File: config.mk
export PLATFORM = sky130hd
export DESIGN_NAME = ordered_list_store_unit
export DESIGN_NICKNAME = d
export VERILOG_FILES = /design/src/design/ols_pkg.sv /design/src/design/ordered_list_store_unit.sv
export SDC_FILE = /design/constraint.sdc
export NUM_CORES = 1
export LEC_CHECK = 0
export BUFFER_PORTS_ARGS = -buffer_cell sky130_fd_sc_hd__buf_4
export CORE_MARGIN = 4
export CORE_UTILIZATION = 60
export CTS_CLUSTER_SIZE = 20
export DETAILED_ROUTE_END_ITERATION = 6
export PLACE_DENSITY = 0.76
export RECOVER_POWER = 100
export SYNTH_ARGS = -nofsm -noshare
export SYNTH_HDL_FRONTEND = slang
export SYNTH_SLANG_ARGS = --single-unit
File: constraint.sdc
create_clock -name clk -period 8.6 [get_ports clk]
set_input_delay 2.15 -clock clk [delete_from_list [all_inputs] [get_ports clk]]
set_output_delay 2.15 -clock clk [all_outputs]
set_load 0.01 [all_outputs]
File: src/design/ols_pkg.sv
package ols_pkg;

  // command codes
  localparam logic [2:0] CMD_APPEND    = 3'd0;
  localparam logic [2:0] CMD_READ_ALL  = 3'd1;
  localparam logic [2:0] CMD_DEL_FIRST = 3'd2;
  localparam logic [2:0] CMD_DEL_LAST  = 3'd3;
  localparam logic [2:0] CMD_DEL_POS   = 3'd4;

  // status codes
  localparam logic [2:0] ST_OK    = 3'd0;
  localparam logic [2:0] ST_EMPTY = 3'd1;
  localparam logic [2:0] ST_NEG   = 3'd2;
  localparam logic [2:0] ST_RANGE = 3'd3;
  localparam logic [2:0] ST_FULL  = 3'd4;

  typedef struct packed {
    logic [2:0]         cmd;
    logic signed [31:0] entry_value;
    logic signed [7:0]  position;
  } ols_in_t;

  typedef struct packed {
    logic [2:0]         status;
    logic signed [31:0] read_value;
    logic               last;
  } ols_out_t;

  typedef enum logic [1:0] {
    S_IDLE,
    S_POST,
    S_READ,
    S_SHIFT
  } ols_state_t;

endpackage

File: src/design/ordered_list_store_unit.sv
// Ordered list store: keeps up to CAPACITY signed 32-bit values packed in one
// on-chip memory (one write port, one registered read port), head at entry 0.
// Each input word is one command: append, read out all, delete first, delete
// last or delete at a position; each gives one result word, except a read-out
// of a non-empty list, which gives one word per element with last set on the
// final one. Errors (empty list, negative position, position past the end,
// full store) give a single word and leave the list unchanged; an out-of-range
// position returns the last valid index. Timing: the block takes one command
// at a time. A read-out gives one element per cycle through the memory read
// port while the output drains, when the consumer does not stall it. Delete
// first / delete at position p close the gap by moving each later entry down
// one place, one read and one write per cycle. Results sit in an output
// register, so a stalled consumer only holds the block when it has another
// word to give. The memory needs no clearing after reset: only entries below
// the count are ever read.
module ordered_list_store_unit
  import ols_pkg::*;
#(
  parameter int CAPACITY = 16
) (
  input  logic     clk,
  input  logic     rst_n,
  input  logic     in_valid,
  output logic     in_ready,
  input  ols_in_t  in_data,
  output logic     out_valid,
  input  logic     out_ready,
  output ols_out_t out_data
);

  localparam int CNT_W = $clog2(CAPACITY + 1);
  localparam int IDX_W = (CAPACITY > 1) ? $clog2(CAPACITY) : 1;

  // list storage, no reset
  logic [31:0]      mem [CAPACITY];
  logic [31:0]      rdata_r;

  logic             mem_we;
  logic [IDX_W-1:0] mem_waddr;
  logic [31:0]      mem_wdata;
  logic             mem_re;
  logic [IDX_W-1:0] mem_raddr;

  // control state
  ols_state_t       state_r, state_nxt;
  logic [CNT_W-1:0] count_r, count_nxt;
  logic [CNT_W-1:0] idx_r, idx_nxt;       // read-out / shift source index
  logic [2:0]       post_status_r, post_status_nxt;
  logic [31:0]      post_value_r, post_value_nxt;

  // output register
  logic             out_valid_r;
  ols_out_t         out_r;
  logic             out_load;
  ols_out_t         out_nxt;

  // decode helpers
  logic             accept;
  logic             slot_free;
  logic             is_empty;
  logic             is_full;
  logic             is_neg;
  logic             is_range;
  logic             cmd_unknown;
  logic [CNT_W-1:0] del_start;
  logic [CNT_W-1:0] sh_first;
  logic             no_shift;
  logic [CNT_W-1:0] idx_inc;
  logic             idx_at_end;

  assign in_ready  = (state_r == S_IDLE);
  assign accept    = in_valid && in_ready;
  assign slot_free = !out_valid_r || out_ready;
  assign out_valid = out_valid_r;
  assign out_data  = out_r;

  assign is_empty    = (count_r == '0);
  assign is_full     = (count_r == CNT_W'(CAPACITY));
  assign is_neg      = in_data.position[7];
  assign is_range    = ({1'b0, in_data.position[6:0]} >= 8'(count_r));
  assign cmd_unknown = (in_data.cmd > CMD_DEL_POS);

  // element removed: head for delete first, else the given position
  assign del_start = (in_data.cmd == CMD_DEL_FIRST) ? '0 : CNT_W'(in_data.position[6:0]);
  assign sh_first  = del_start + CNT_W'(1);
  assign no_shift  = (sh_first == count_r);

  assign idx_inc    = idx_r + CNT_W'(1);
  assign idx_at_end = (idx_inc == count_r);

  // next state
  always_comb begin
    state_nxt = state_r;
    unique case (state_r)
      S_IDLE: begin
        if (accept) begin
          if (in_data.cmd == CMD_READ_ALL && !is_empty) begin
            state_nxt = S_READ;
          end else if ((in_data.cmd == CMD_DEL_FIRST ||
                        (in_data.cmd == CMD_DEL_POS && !is_neg && !is_range)) &&
                       !is_empty && !no_shift) begin
            state_nxt = S_SHIFT;
          end else begin
            state_nxt = S_POST;
          end
        end
      end
      S_POST: begin
        if (slot_free) begin
          state_nxt = S_IDLE;
        end
      end
      S_READ: begin
        if (slot_free && idx_at_end) begin
          state_nxt = S_IDLE;
        end
      end
      S_SHIFT: begin
        if (idx_at_end) begin
          state_nxt = S_POST;
        end
      end
      default: state_nxt = S_IDLE;
    endcase
  end

  // datapath and memory control
  always_comb begin
    mem_we          = 1'b0;
    mem_waddr       = count_r[IDX_W-1:0];
    mem_wdata       = in_data.entry_value;
    mem_re          = 1'b0;
    mem_raddr       = '0;
    count_nxt       = count_r;
    idx_nxt         = idx_r;
    post_status_nxt = post_status_r;
    post_value_nxt  = post_value_r;
    out_load        = 1'b0;
    out_nxt         = out_r;

    unique case (state_r)
      S_IDLE: begin
        if (accept) begin
          post_status_nxt = ST_OK;
          post_value_nxt  = '0;
          if (in_data.cmd == CMD_APPEND) begin
            if (is_full) begin
              post_status_nxt = ST_FULL;
            end else begin
              mem_we    = 1'b1;
              count_nxt = count_r + CNT_W'(1);
            end
          end else if (cmd_unknown) begin
            post_status_nxt = ST_OK;
          end else if (is_empty) begin
            post_status_nxt = ST_EMPTY;
          end else begin
            unique case (in_data.cmd)
              CMD_READ_ALL: begin
                mem_re  = 1'b1;
                idx_nxt = '0;
              end
              CMD_DEL_LAST: begin
                count_nxt = count_r - CNT_W'(1);
              end
              CMD_DEL_FIRST, CMD_DEL_POS: begin
                if (in_data.cmd == CMD_DEL_POS && is_neg) begin
                  post_status_nxt = ST_NEG;
                end else if (in_data.cmd == CMD_DEL_POS && is_range) begin
                  post_status_nxt = ST_RANGE;
                  post_value_nxt  = 32'(count_r) - 32'd1;
                end else if (no_shift) begin
                  // removing the tail, nothing to move
                  count_nxt = count_r - CNT_W'(1);
                end else begin
                  mem_re    = 1'b1;
                  mem_raddr = sh_first[IDX_W-1:0];
                  idx_nxt   = sh_first;
                end
              end
              default: begin
                post_status_nxt = ST_OK;
              end
            endcase
          end
        end
      end
      S_POST: begin
        if (slot_free) begin
          out_load           = 1'b1;
          out_nxt.status     = post_status_r;
          out_nxt.read_value = post_value_r;
          out_nxt.last       = 1'b1;
        end
      end
      S_READ: begin
        if (slot_free) begin
          out_load           = 1'b1;
          out_nxt.status     = ST_OK;
          out_nxt.read_value = rdata_r;
          out_nxt.last       = idx_at_end;
          if (!idx_at_end) begin
            // fetch the next element while this one goes out
            mem_re    = 1'b1;
            mem_raddr = idx_inc[IDX_W-1:0];
            idx_nxt   = idx_inc;
          end
        end
      end
      S_SHIFT: begin
        // move the entry read last cycle down one place
        mem_we    = 1'b1;
        mem_waddr = idx_r[IDX_W-1:0] - IDX_W'(1);
        mem_wdata = rdata_r;
        if (idx_at_end) begin
          count_nxt       = count_r - CNT_W'(1);
          post_status_nxt = ST_OK;
          post_value_nxt  = '0;
        end else begin
          mem_re    = 1'b1;
          mem_raddr = idx_inc[IDX_W-1:0];
          idx_nxt   = idx_inc;
        end
      end
      default: begin
        out_load = 1'b0;
      end
    endcase
  end

  // storage: one write, one registered read
  always_ff @(posedge clk) begin
    if (mem_we) begin
      mem[mem_waddr] <= mem_wdata;
    end
    if (mem_re) begin
      rdata_r <= mem[mem_raddr];
    end
  end

  // control registers
  always_ff @(posedge clk) begin
    if (!rst_n) begin
      state_r     <= S_IDLE;
      count_r     <= '0;
      out_valid_r <= 1'b0;
    end else begin
      state_r <= state_nxt;
      count_r <= count_nxt;
      if (out_load) begin
        out_valid_r <= 1'b1;
      end else if (out_ready) begin
        out_valid_r <= 1'b0;
      end
    end
  end

  // payload registers
  always_ff @(posedge clk) begin
    idx_r         <= idx_nxt;
    post_status_r <= post_status_nxt;
    post_value_r  <= post_value_nxt;
    if (out_load) begin
      out_r <= out_nxt;
    end
  end

endmodule

==> metrics.md, run 1 <==
| Metric | Value |
|---|---|
| Asr flop ratio synth | `0` |
| # DRC | `0` |
| Share of layout cells above drive strength 1 | `0.08257` |
| Rows | `74` |
| Pre-antenna DRT Iters | `5` |
| Worst-path clk slew | `0.06 ns` |
| Antenna violations before repair | `0` |
| Hold Path Class | `reg -> reg` |
| Crit-path max FO | `60` |
| Initial Utilization | `0.6112` |
| Final Hold Viols | `0` |
| DRT Wirelength | `61.39 mm` |
| Final GP Congestion | `0.8632` |
| RSZ-0062 raised after global routing | `no` |
| Vias | `15564` |
| Fin Clk Skew | `0.02341 ns` |
| Pin count of the biggest net entering global routing | `91` |
| First-pass GRT wire length | `92.65 mm` |
| CP endpoint kind | `flop` |
| Syn Inst Count | `1765` |
| Fmax | `141.5 MHz` |
| Routed WL per cell | `25.61 um` |
| Synth Register Bits | `602` |
| Total grt overflow | `0` |
| Gr usage total | `0.2721` |
| Hpwl dp | `32.48 mm` |
| Max Root-Sink Buffers | `3` |
| Fill count | `2923` |
| Max VDD drop | `0.0001969 V` |
| Die area | `45220 sq um` |
| Leak Pwr | `9.285 nW` |
| Num ports | `85` |
| P&R area growth vs syn | `10.37%` |
| Max-cap violation count | `26` |
| PD cells | `258.1 nW/um^2` |
| IO Port Bufs | `84` |
| Setup TNS | `0 ns` |
| Layout Utilization | `0.6746` |
| Postcts setup bufs | `0` |
| Inserted Diodes | `0` |
| Nets | `1885` |
| Final setup vio count | `0` |
| Netlist cell types | `69` |
| Synth Cell Area | `25130 sq um` |
| Root Buffer | `clkbuf_16` |
| Min Tclk post-route | `7.068 ns` |
| Synth warnings | `0` |
| Avg Inst Size Synth | `14.24 sq um` |
| Clk_lat worst skew | `0.61 ns` |
| Most common cell after layout, fill and taps aside | `edfxtp_1` |
| Hold_buf cts | `0` |
| CP Data Required Time | `8.94 ns` |
| H-tree lvl count | `2` |
| Post_cts resized | `0` |
| Most frequent cells in the layout | `edfxtp_1, nand2_1, nor2_1` |
| Synth Flop Type | `edfxtp_1` |
| Syn_nets | `1831` |
| Vias per cell | `6.493` |
| Max Slew Vio Count | `649` |
| Final ANT Viol Nets | `0` |
| CTS tree | `built` |
| Failing checks | `capacitance limit, slew limit` |
| Die Ht | `212.6 um` |
| Worst slew pin tran | `3.239 ns` |
| Slew Limit Headroom | `-1.160` |
| Clock Sinks | `602` |
| Num CTS Buffers | `57` |
| Drt initial violations | `1609` |
| Worst setup SP type | `primary input` |
| EDFF count, synth | `594` |
| Worst Path Arrival | `7.41 ns` |
| Final worst-path cycle share | `0.8219` |
| Kind of critical path | `in -> reg` |
| Vias in the first global route | `15341` |
| Status | `complete, but fails checks` |
| Die X | `212.6 um` |
| Core Area | `41110 sq um` |
| Post-synthesis sequential area ratio | `0.7162` |
## path summary, 6_finish.rpt
path                      end         from  slack, ns  cells after the start
hold / removal     state_r[1]   state_r[1]       0.53                      2
hold reg to reg    state_r[1]   state_r[1]       0.53                      2
setup / recovery  rdata_r[14]  in_data[40]       1.53                     14
setup reg to reg   mem[3][17]   state_r[0]       2.61                      7
## logic make-up (layout without fill, tap and decap cells)
| logic type | after synthesis | after routing | synth area share |
|---|---|---|---|
| AO/OA/AOI/OAI | 317 | 317 | 0.09237 |
| multiplexers | 105 | 105 | 0.04367 |
| adder cells (fa/ha/maj) | 19 | 19 | 0.009461 |
| buffers and inverters | 141 | 241 | 0.02599 |
| XOR/XNOR | 26 | 26 | 0.009660 |
| flip-flops | 602 | 602 | 0.7162 |
| AND/OR/NAND/NOR | 555 | 555 | 0.1026 |
## per-stage QoR
| stage | instance area [sq um] | setup slack (ns) | instances | power (W) | hold slack, ns |
|---|---|---|---|---|---|
| floorplan | 25130 | 1.988 | 1765 | 0.004336 | 0.4886 |
| global placement | 26250 | 2.109 | 2292 | 0.004721 | 0.5162 |
| detailed placement | 26250 | 1.966 | 2292 | 0.004751 | 0.5281 |
| CTS | 28100 | 2.541 | 2397 | 0.007231 | 0.5366 |
| global route | 27730 | 1.193 | 2397 | 0.007423 | 0.5630 |
| finish | 27730 | 1.532 | 2397 | 0.007159 | 0.5312 |
## registers in the layout, summed over array words and instances (netlist names)
signal and count:
count_r 5, idx_r 5, mem 512, out_data 36, out_valid 1, post_status_r 3, post_value_r 6, rdata_r 32
state_r 2
## cell type report
cell class	count	area [sq um]	area share
Clock buffer	72	1483	0.05346
Clock inverter	33	370.4	0.01335
Inverter	19	71.32	0.002572
Sequential cell	602	18000	0.6489
Timing Repair Buffer	117	628.1	0.02265
Multi-Input combinational cell	1022	6519	0.2350
Tap cell	532	665.6	0.02400
## critical path: stages
cell and delay, ns:
clkbuf_1 0.19, or3b_1 0.44, and2_0 0.17, ha_1 0.25, and4_1 0.21, nor4_1 0.35
xnor2_1 0.17, and4_1 0.46, o32ai_1 0.25, nand2b_2 1.25, clkbuf_2 0.91, mux2i_1 0.32
a32o_1 0.16, o22ai_1 0.07
## synthesized netlist by cell type, types with 3 or more instances
master | number | area share
a211oi_1 | 3 | 0.00090
a21boi_0 | 4 | 0.0012
a21oi_1 | 17 | 0.0034
a221o_1 | 32 | 0.013
a32o_1 | 64 | 0.025
and2_1 | 6 | 0.0015
and3_1 | 4 | 0.0010
buf_1 | 8 | 0.0012
buf_2 | 32 | 0.0064
buf_4 | 4 | 0.0012
buf_6 | 9 | 0.0040
clkbuf_1 | 68 | 0.010
dfxtp_1 | 8 | 0.0064
edfxtp_1 | 594 | 0.71
ha_1 | 19 | 0.0095
inv_1 | 18 | 0.0027
mux2_2 | 37 | 0.017
mux2i_1 | 68 | 0.027
nand2_1 | 212 | 0.032
nand2b_1 | 9 | 0.0022
nand3_1 | 15 | 0.0030
nand4_1 | 4 | 0.0010
nor2_1 | 133 | 0.020
nor2b_1 | 10 | 0.0025
nor3_1 | 74 | 0.015
o211ai_1 | 35 | 0.010
o21ai_0 | 108 | 0.022
o22ai_1 | 33 | 0.0082
o32ai_1 | 3 | 0.0010
or3_1 | 67 | 0.017
xnor2_1 | 21 | 0.0073
xor2_1 | 4 | 0.0014
## metal layers
metal	share of wire	up-vias	global-route usage	wire, um
li1	-	6877	-	-
met1	0.39	7735	0.3838	24210
met2	0.49	839	0.4446	30000
met3	0.092	113	0.04043	5657
met4	0.025	0	0.08929	1524
met5	0	-	0	0
## where the power goes
| group | leakage, nW | total, W | switching (W) | internal, W |
|---|---|---|---|---|
| combinational | 2.94 | 0.00112 | 0.000762 | 0.000353 |
| clock | 0.903 | 0.00251 | 0.00105 | 0.00146 |
| sequential | 5.44 | 0.00353 | 0.0000882 | 0.00344 |
(Power assumes the default switching activity.)
==> run 2, diff against run 1 <==
==> constraint.sdc (replaced) <==
create_clock -name clk -period 7 [get_ports clk]
set_input_delay 1.75 -clock clk [delete_from_list [all_inputs] [get_ports clk]]
set_output_delay 1.75 -clock clk [all_outputs]
set_load 0.01 [all_outputs]
==> run 2 against run 1 <==
Effect of this change: the run still ends with capacitance limit, slew limit left; highest routed layer unchanged; critical path depth decreased by 1; global-route usage fell by 0.57 points; wire length shrank 1.6%; sequential power increased by 23%; sequential share of layout area shrank 0.11 points.
==> metrics.md, run 2 (synthesis results as in run 1) <==
| Metric | Value |
|---|---|
| Hold EP | `out_data[35]` |
| Inserted Diodes | `0 (unchanged)` |
| Placed insts | `2301 (+0.39%)` |
| P&R area growth vs syn | `10.56%` |
| Max VDD drop | `0.0002210 V (+12%)` |
| Worst Path Arrival | `6.27 ns (-1.14 ns)` |
| Hold path startpoint | `post_status_r[2]` |
| Slew Limit Headroom | `-1.178 (-0.01748)` |
| Vias in the first global route | `15207 (-0.87%)` |
| R2R depth | `8 (+1)` |
| Final ANT Viol Nets | `0 (unchanged)` |
| Vias | `15502 (-0.40%)` |
| Top reg by flops | `mem` |
| Postcts setup bufs | `0 (unchanged)` |
| Most common cell after layout, fill and taps aside | `edfxtp_1` |
| CTS tree | `built` |
| Max-cap violation count | `20 (-23%)` |
| Fmax | `165.4 MHz` |
| Hold_buf cts | `0 (unchanged)` |
| Vias per cell | `6.446 (-0.73%)` |
| Post_cts resized | `0 (unchanged)` |
| CP Data Required Time | `7.23 ns (-1.71 ns)` |
| Initial Utilization | `0.6112 (unchanged)` |
| Die area | `45220 sq um (unchanged)` |
| Gr usage total | `0.2664 (-0.005660)` |
| CP bufs+invs | `2 (unchanged)` |
| DRT Wirelength | `60.40 mm (-1.6%)` |
| Total grt overflow | `0 (unchanged)` |
| Die X | `212.6 um (unchanged)` |
| RSZ-0062 raised after global routing | `no` |
| Hpwl dp | `32.82 mm (+1.0%)` |
| Top delay family on crit path | `simple AND/OR/NAND/NOR gates` |
| CP endpoint kind | `flop` |
| Critical-path cell list | `clkbuf_1 > or3b_1 > and2_0 > ha_1 > and4_1 > nor4_1 > xnor2_1 > and4_1 > nor2_1 > a31oi_1 > or4_1 > a21oi_2 > clkbuf_1` |
| Number of flip-flops in the largest register | `512 (unchanged)` |
| Pin count of the biggest net entering global routing | `74 (-19%)` |
| Routed WL per cell | `25.11 um (-1.9%)` |
| Worst setup SP type | `primary input` |
| Fill count | `2815 (-3.7%)` |
| Fin Clk Skew | `0.01419 ns (-0.009213 ns)` |
| Finished Layout Cells | `2405 (+0.33%)` |
| Die Ht | `212.6 um (unchanged)` |
| Status | `complete, but fails checks` |
| PD cells | `310.4 nW/um^2 (+20%)` |
| Crit Reg-Reg Startpoint | `state_r[0]` |
| Kind of critical path | `in -> reg` |
| Final setup vio count | `0 (unchanged)` |
| Clock Sinks | `602 (unchanged)` |
| Rows | `74 (unchanged)` |
| Worst-path clk slew | `0.06 ns (about the same)` |
| Leak Pwr | `9.323 nW (+0.41%)` |
| Root Buffer | `clkbuf_16` |
| H-tree lvl count | `2 (unchanged)` |
| Setup TNS | `0 ns (unchanged)` |
| Core Area | `41110 sq um (unchanged)` |
| Final Hold Viols | `0 (unchanged)` |
| Failing checks | `capacitance limit, slew limit` |
| Drt initial violations | `1938 (+20%)` |
| Antenna violations before repair | `0 (unchanged)` |
| Most frequent cells in the layout | `edfxtp_1, nand2_1, nor2_1` |
| Pre-antenna DRT Iters | `6 (+1)` |
| IO Port Bufs | `84 (unchanged)` |
| Crit-path max FO | `17 (-72%)` |
| CP max-delay cell | `a21oi_2` |
| Hold depth | `1 (-1)` |
| Nets | `1894 (+0.48%)` |
| Max Root-Sink Buffers | `3 (unchanged)` |
| Hold Path Class | `reg -> reg` |
| Clk_lat worst skew | `0.60 ns (about the same)` |
| R2R setup slack | `1.57 ns (-1.04 ns)` |
| Max Slew Vio Count | `538 (-17%)` |
| Final Power | `0.008623 W (+20%)` |
| Worst slew pin tran | `3.265 ns (+0.02621 ns)` |
| Worst R2R End | `mem[12][18]` |
| Final worst-path cycle share | `0.8635` |
| Share of layout cells above drive strength 1 | `0.08916 (+0.006588)` |
| Num ports | `85 (unchanged)` |
| First-pass GRT wire length | `90.83 mm (-2.0%)` |
| Final GP Congestion | `0.8662 (+0.35%)` |
| Min Tclk post-route | `6.044 ns` |
| Num CTS Buffers | `57 (unchanged)` |
| # DRC | `0 (unchanged)` |
| Max incr delay on CP | `1.12 ns (-0.13 ns)` |
-- run 2: metrics by stage --
stage          utilization  setup WS, ns  cell area, sq um  hold WS (ns)
2_1_floorplan            -        0.7880             25130        0.4886
3_3_place_gp        0.6408         1.179             26340        0.5132
3_5_place_dp        0.6408         1.079             26340        0.5242
4_1_cts             0.6834         1.658             28090        0.5382
5_1_grt             0.6758        0.7661             27780        0.5605
6_report            0.6758        0.9557             27780        0.5380
-- run 2: worst max-delay path by stage --
stage                startpoint           to  slack (ns)  depth (start not counted)
floorplan           in_data[42]   rdata_r[0]        0.79                         13
global placement    in_data[40]   rdata_r[7]        1.18                         14
detailed placement  in_data[40]   rdata_r[7]        1.08                         14
CTS                 in_data[40]  rdata_r[13]        1.66                         14
global route        in_data[40]  rdata_r[19]        0.77                         13
finish              in_data[40]  rdata_r[19]        0.96                         13
-- run 2: layer usage --
metal	share of wire	track usage	up-vias	routed length, um
li1	-	-	6901	-
met1	0.39	0.3649	7684	23560
met2	0.48	0.4318	752	29020
met3	0.086	0.04191	165	5211
met4	0.043	0.1146	0	2610
met5	0	0	-	0
-- run 2: cell type report --
class / instances / area, sq um / area share
Clock buffer: 76 / 1559 / 0.05612
Clock inverter: 28 / 192.7 / 0.006936
Inverter: 19 / 71.32 / 0.002567
Multi-Input combinational cell: 1022 / 6548 / 0.2357
Sequential cell: 602 / 18000 / 0.6478
Tap cell: 532 / 665.6 / 0.02396
Timing Repair Buffer: 126 / 747.0 / 0.02689
-- run 2: worst register-to-register path, stage by stage (launching register included) --
cell	delay, ns
dfxtp_1	0.44
ha_1	0.18
buf_4	0.66
inv_1	0.36
o21a_1	0.25
nor2_1	0.23
nand2_1	0.23
nor2_1	1.34
clkbuf_1	1.33
-- run 2: power breakdown --
part / leakage, nW / total (W) / internal [W] / switching, W
combinational: 3.04 / 0.00138 / 0.000443 / 0.000942
clock: 0.844 / 0.00289 / 0.00163 / 0.00126
sequential: 5.44 / 0.00435 / 0.00423 / 0.000115
==> run 3, diff against run 2 <==
--- a/config.mk
+++ b/config.mk
@@ -7,10 +7,10 @@
 export LEC_CHECK = 0
 export BUFFER_PORTS_ARGS = -buffer_cell sky130_fd_sc_hd__buf_4
 export CORE_MARGIN = 4
-export CORE_UTILIZATION = 60
+export CORE_UTILIZATION = 56
 export CTS_CLUSTER_SIZE = 20
 export DETAILED_ROUTE_END_ITERATION = 6
-export PLACE_DENSITY = 0.76
+export PLACE_DENSITY = 0.75
 export RECOVER_POWER = 100
 export SYNTH_ARGS = -nofsm -noshare
 export SYNTH_HDL_FRONTEND = slang
==> constraint.sdc (replaced) <==
create_clock -name clk -period 5.46 [get_ports clk]
set_input_delay 1.365 -clock clk [delete_from_list [all_inputs] [get_ports clk]]
set_output_delay 1.365 -clock clk [all_outputs]
set_load 0.01 [all_outputs]
==> run 3 against run 2 <==
Effect of this change: the run still ends with capacitance limit, slew limit left; via count is 0.41% higher; clock skew is 0.0055 ns higher; die area is 6.9% higher; final cell count is 2.5% higher; design area is 1.2% higher; non-clock buffer count is 7 higher; wire length is 1.7% higher; sequential share of layout area is 0.79 points lower; global-route usage is 1.4 points lower; critical endpoint is now rdata_r[20]; largest cell class unchanged.
==> metrics.md, run 3 (synthesis results as in run 1) <==
| Metric | Value |
|---|---|
| Max Root-Sink Buffers | `3 (unchanged)` |
| Leak Pwr | `9.454 nW (+1.4%)` |
| Most frequent cells in the layout | `edfxtp_1, nand2_1, nor2_1` |
| Antenna violations before repair | `0 (unchanged)` |
| Num ports | `85 (unchanged)` |
| Postcts setup bufs | `0 (unchanged)` |
| Fin Clk Skew | `0.01966 ns (+0.005470 ns)` |
| Vias per cell | `6.312 (-2.1%)` |
| Top reg by flops | `mem` |
| Max incr delay on CP | `0.56 ns (-0.56 ns)` |
| Nets | `1900 (+0.32%)` |
| Int Pwr | `0.008083 W (+28%)` |
| Top delay family on crit path | `simple AND/OR/NAND/NOR gates` |
| Crit-path max FO | `16 (-1)` |
| Initial Utilization | `0.5670 (-0.04425)` |
| Share of layout cells above drive strength 1 | `0.1009 (+0.01169)` |
| PD cells | `393.5 nW/um^2 (+27%)` |
| Worst slew pin tran | `3.039 ns (-0.2259 ns)` |
| Placed insts | `2368 (+2.9%)` |
| Final worst-path cycle share | `0.8891` |
| Setup TNS | `0 ns (unchanged)` |
| NetSw | `0.002983 W (+29%)` |
| Clk_lat worst skew | `0.61 ns (about the same)` |
| Die Ht | `219.8 um (+3.4%)` |
| Switching share of power | `0.2695 (+0.0003617)` |
| Final setup vio count | `0 (unchanged)` |
| First-pass GRT wire length | `92.12 mm (+1.4%)` |
| Status | `complete, but fails checks` |
| Hold_buf cts | `0 (unchanged)` |
| Vias in the first global route | `15355 (+0.97%)` |
| Max Slew Vio Count | `114 (-79%)` |
| RSZ-0062 raised after global routing | `no` |
| Combinational power share | `0.164 (+0.003)` |
| CP max-delay cell | `clkbuf_2` |
| CP endpoint kind | `flop` |
| CTS tree | `built` |
| Pin count of the biggest net entering global routing | `129 (+74%)` |
| CP bufs+invs | `2 (unchanged)` |
| Seq pwr share | `0.503 (about the same)` |
| Failing checks | `capacitance limit, slew limit` |
| Hold Path Class | `reg -> reg` |
| Min Tclk post-route | `4.854 ns` |
| Finished Layout Cells | `2466 (+2.5%)` |
| Max VDD drop | `0.0003054 V (+38%)` |
| # DRC | `0 (unchanged)` |
| Inserted Diodes | `0 (unchanged)` |
| Final ANT Viol Nets | `0 (unchanged)` |
| CP Data Required Time | `5.68 ns (-1.55 ns)` |
| Hpwl dp | `33.82 mm (+3.0%)` |
| Worst setup SP type | `primary input` |
| Core Area | `44320 sq um (+7.8%)` |
| Pre-antenna DRT Iters | `5 (-1)` |
| Routed WL per cell | `24.91 um (-0.81%)` |
| Slew Limit Headroom | `-1.027 (+0.1507)` |
| Max-cap violation count | `4 (-80%)` |
| Drt initial violations | `1677 (-13%)` |
| Final GP Congestion | `0.8734 (+0.83%)` |
| Clock Sinks | `602 (unchanged)` |
| Most common cell after layout, fill and taps aside | `edfxtp_1` |
| Kind of critical path | `in -> reg` |
| Die X | `219.8 um (+3.4%)` |
| Total grt overflow | `0 (unchanged)` |
| Vias | `15565 (+0.41%)` |
| P&R area growth vs syn | `11.92%` |
| IO Port Bufs | `84 (unchanged)` |
| Fmax | `206.0 MHz` |
| Worst-path clk slew | `0.07 ns (about the same)` |
| Num CTS Buffers | `56 (-1.8%)` |
| Worst Path Arrival | `5.08 ns (-1.19 ns)` |
| H-tree lvl count | `2 (unchanged)` |
| Root Buffer | `clkbuf_16` |
| Post_cts resized | `0 (unchanged)` |
| Clock power share | `0.333 (-0.002)` |
| Critical-path cell list | `clkbuf_1 > or3b_1 > and2_1 > ha_1 > and4_1 > nor4_1 > xnor2_1 > and4_1 > nor2_1 > a31oi_1 > or4_1 > a21oi_4 > clkbuf_2` |
| Number of flip-flops in the largest register | `512 (unchanged)` |
| CP dominant cell by count | `and4_1` |
| DRT Wirelength | `61.43 mm (+1.7%)` |
| Final Hold Viols | `0 (unchanged)` |
| Die area | `48330 sq um (+6.9%)` |
| Gr usage total | `0.2526 (-0.01389)` |
| Rows | `77 (+4.1%)` |
## run 3: final timing paths
check	from	endpoint	slack [ns]	cells past startpoint
max reg2reg	state_r[0]	mem[2][17]	0.63	7
min reg2reg	state_r[1]	state_r[1]	0.53	2
max	in_data[40]	rdata_r[20]	0.61	13
min	state_r[1]	state_r[1]	0.53	2
## run 3: final cells by class
| cell class | instances | area, sq um |
|---|---|---|
| flip-flops and latches | 602 | 18000 |
| repair buffers | 133 | 1028 |
| inverters | 19 | 71.32 |
| clock inverters | 29 | 260.3 |
| clock buffers | 69 | 1450 |
| well taps | 592 | 740.7 |
| multi-input cells | 1022 | 6574 |
| fillers | 3218 | 16200 |
## run 3: per-stage QoR
step	worst slack, ns	utilization	total power, W	cell area (sq um)	hold slack, ns
3_5_place_dp	0.3893	0.6023	0.007550	26690	0.5322
4_1_cts	1.025	0.6409	0.01119	28400	0.5431
2_1_floorplan	0.3183	-	0.006832	25140	0.4886
6_report	0.6056	0.6346	0.01107	28120	0.5332
3_3_place_gp	0.4745	0.6023	0.007494	26690	0.5129
5_1_grt	0.4019	0.6346	0.01149	28120	0.5715
## run 3: power by group through the flow
| stage | registers (W) | clock network (W) | logic, W |
|---|---|---|---|
| 2_1_floorplan | 0.00562 | 0 | 0.00121 |
| 3_3_place_gp | 0.00565 | 0 | 0.00185 |
| 3_5_place_dp | 0.00565 | 0 | 0.00190 |
| 4_1_cts | 0.00556 | 0.00373 | 0.00190 |
| 5_1_grt | 0.00559 | 0.00393 | 0.00198 |
| 6_report | 0.00557 | 0.00369 | 0.00181 |
## run 3: per-layer routing
layer,global-route usage,wire length [um],vias up
li1,-,-,6906
met1,0.3502,24740,7749
met2,0.4139,29870,769
met3,0.03847,4916,141
met4,0.08646,1907,0
met5,0,0,-
## run 3: worst min-delay path: cells and delay by family, from the launching register on
kind	cells	cell delay, ns
DFF	1	0.34
AOI/OAI and AO/OA	2	0.15
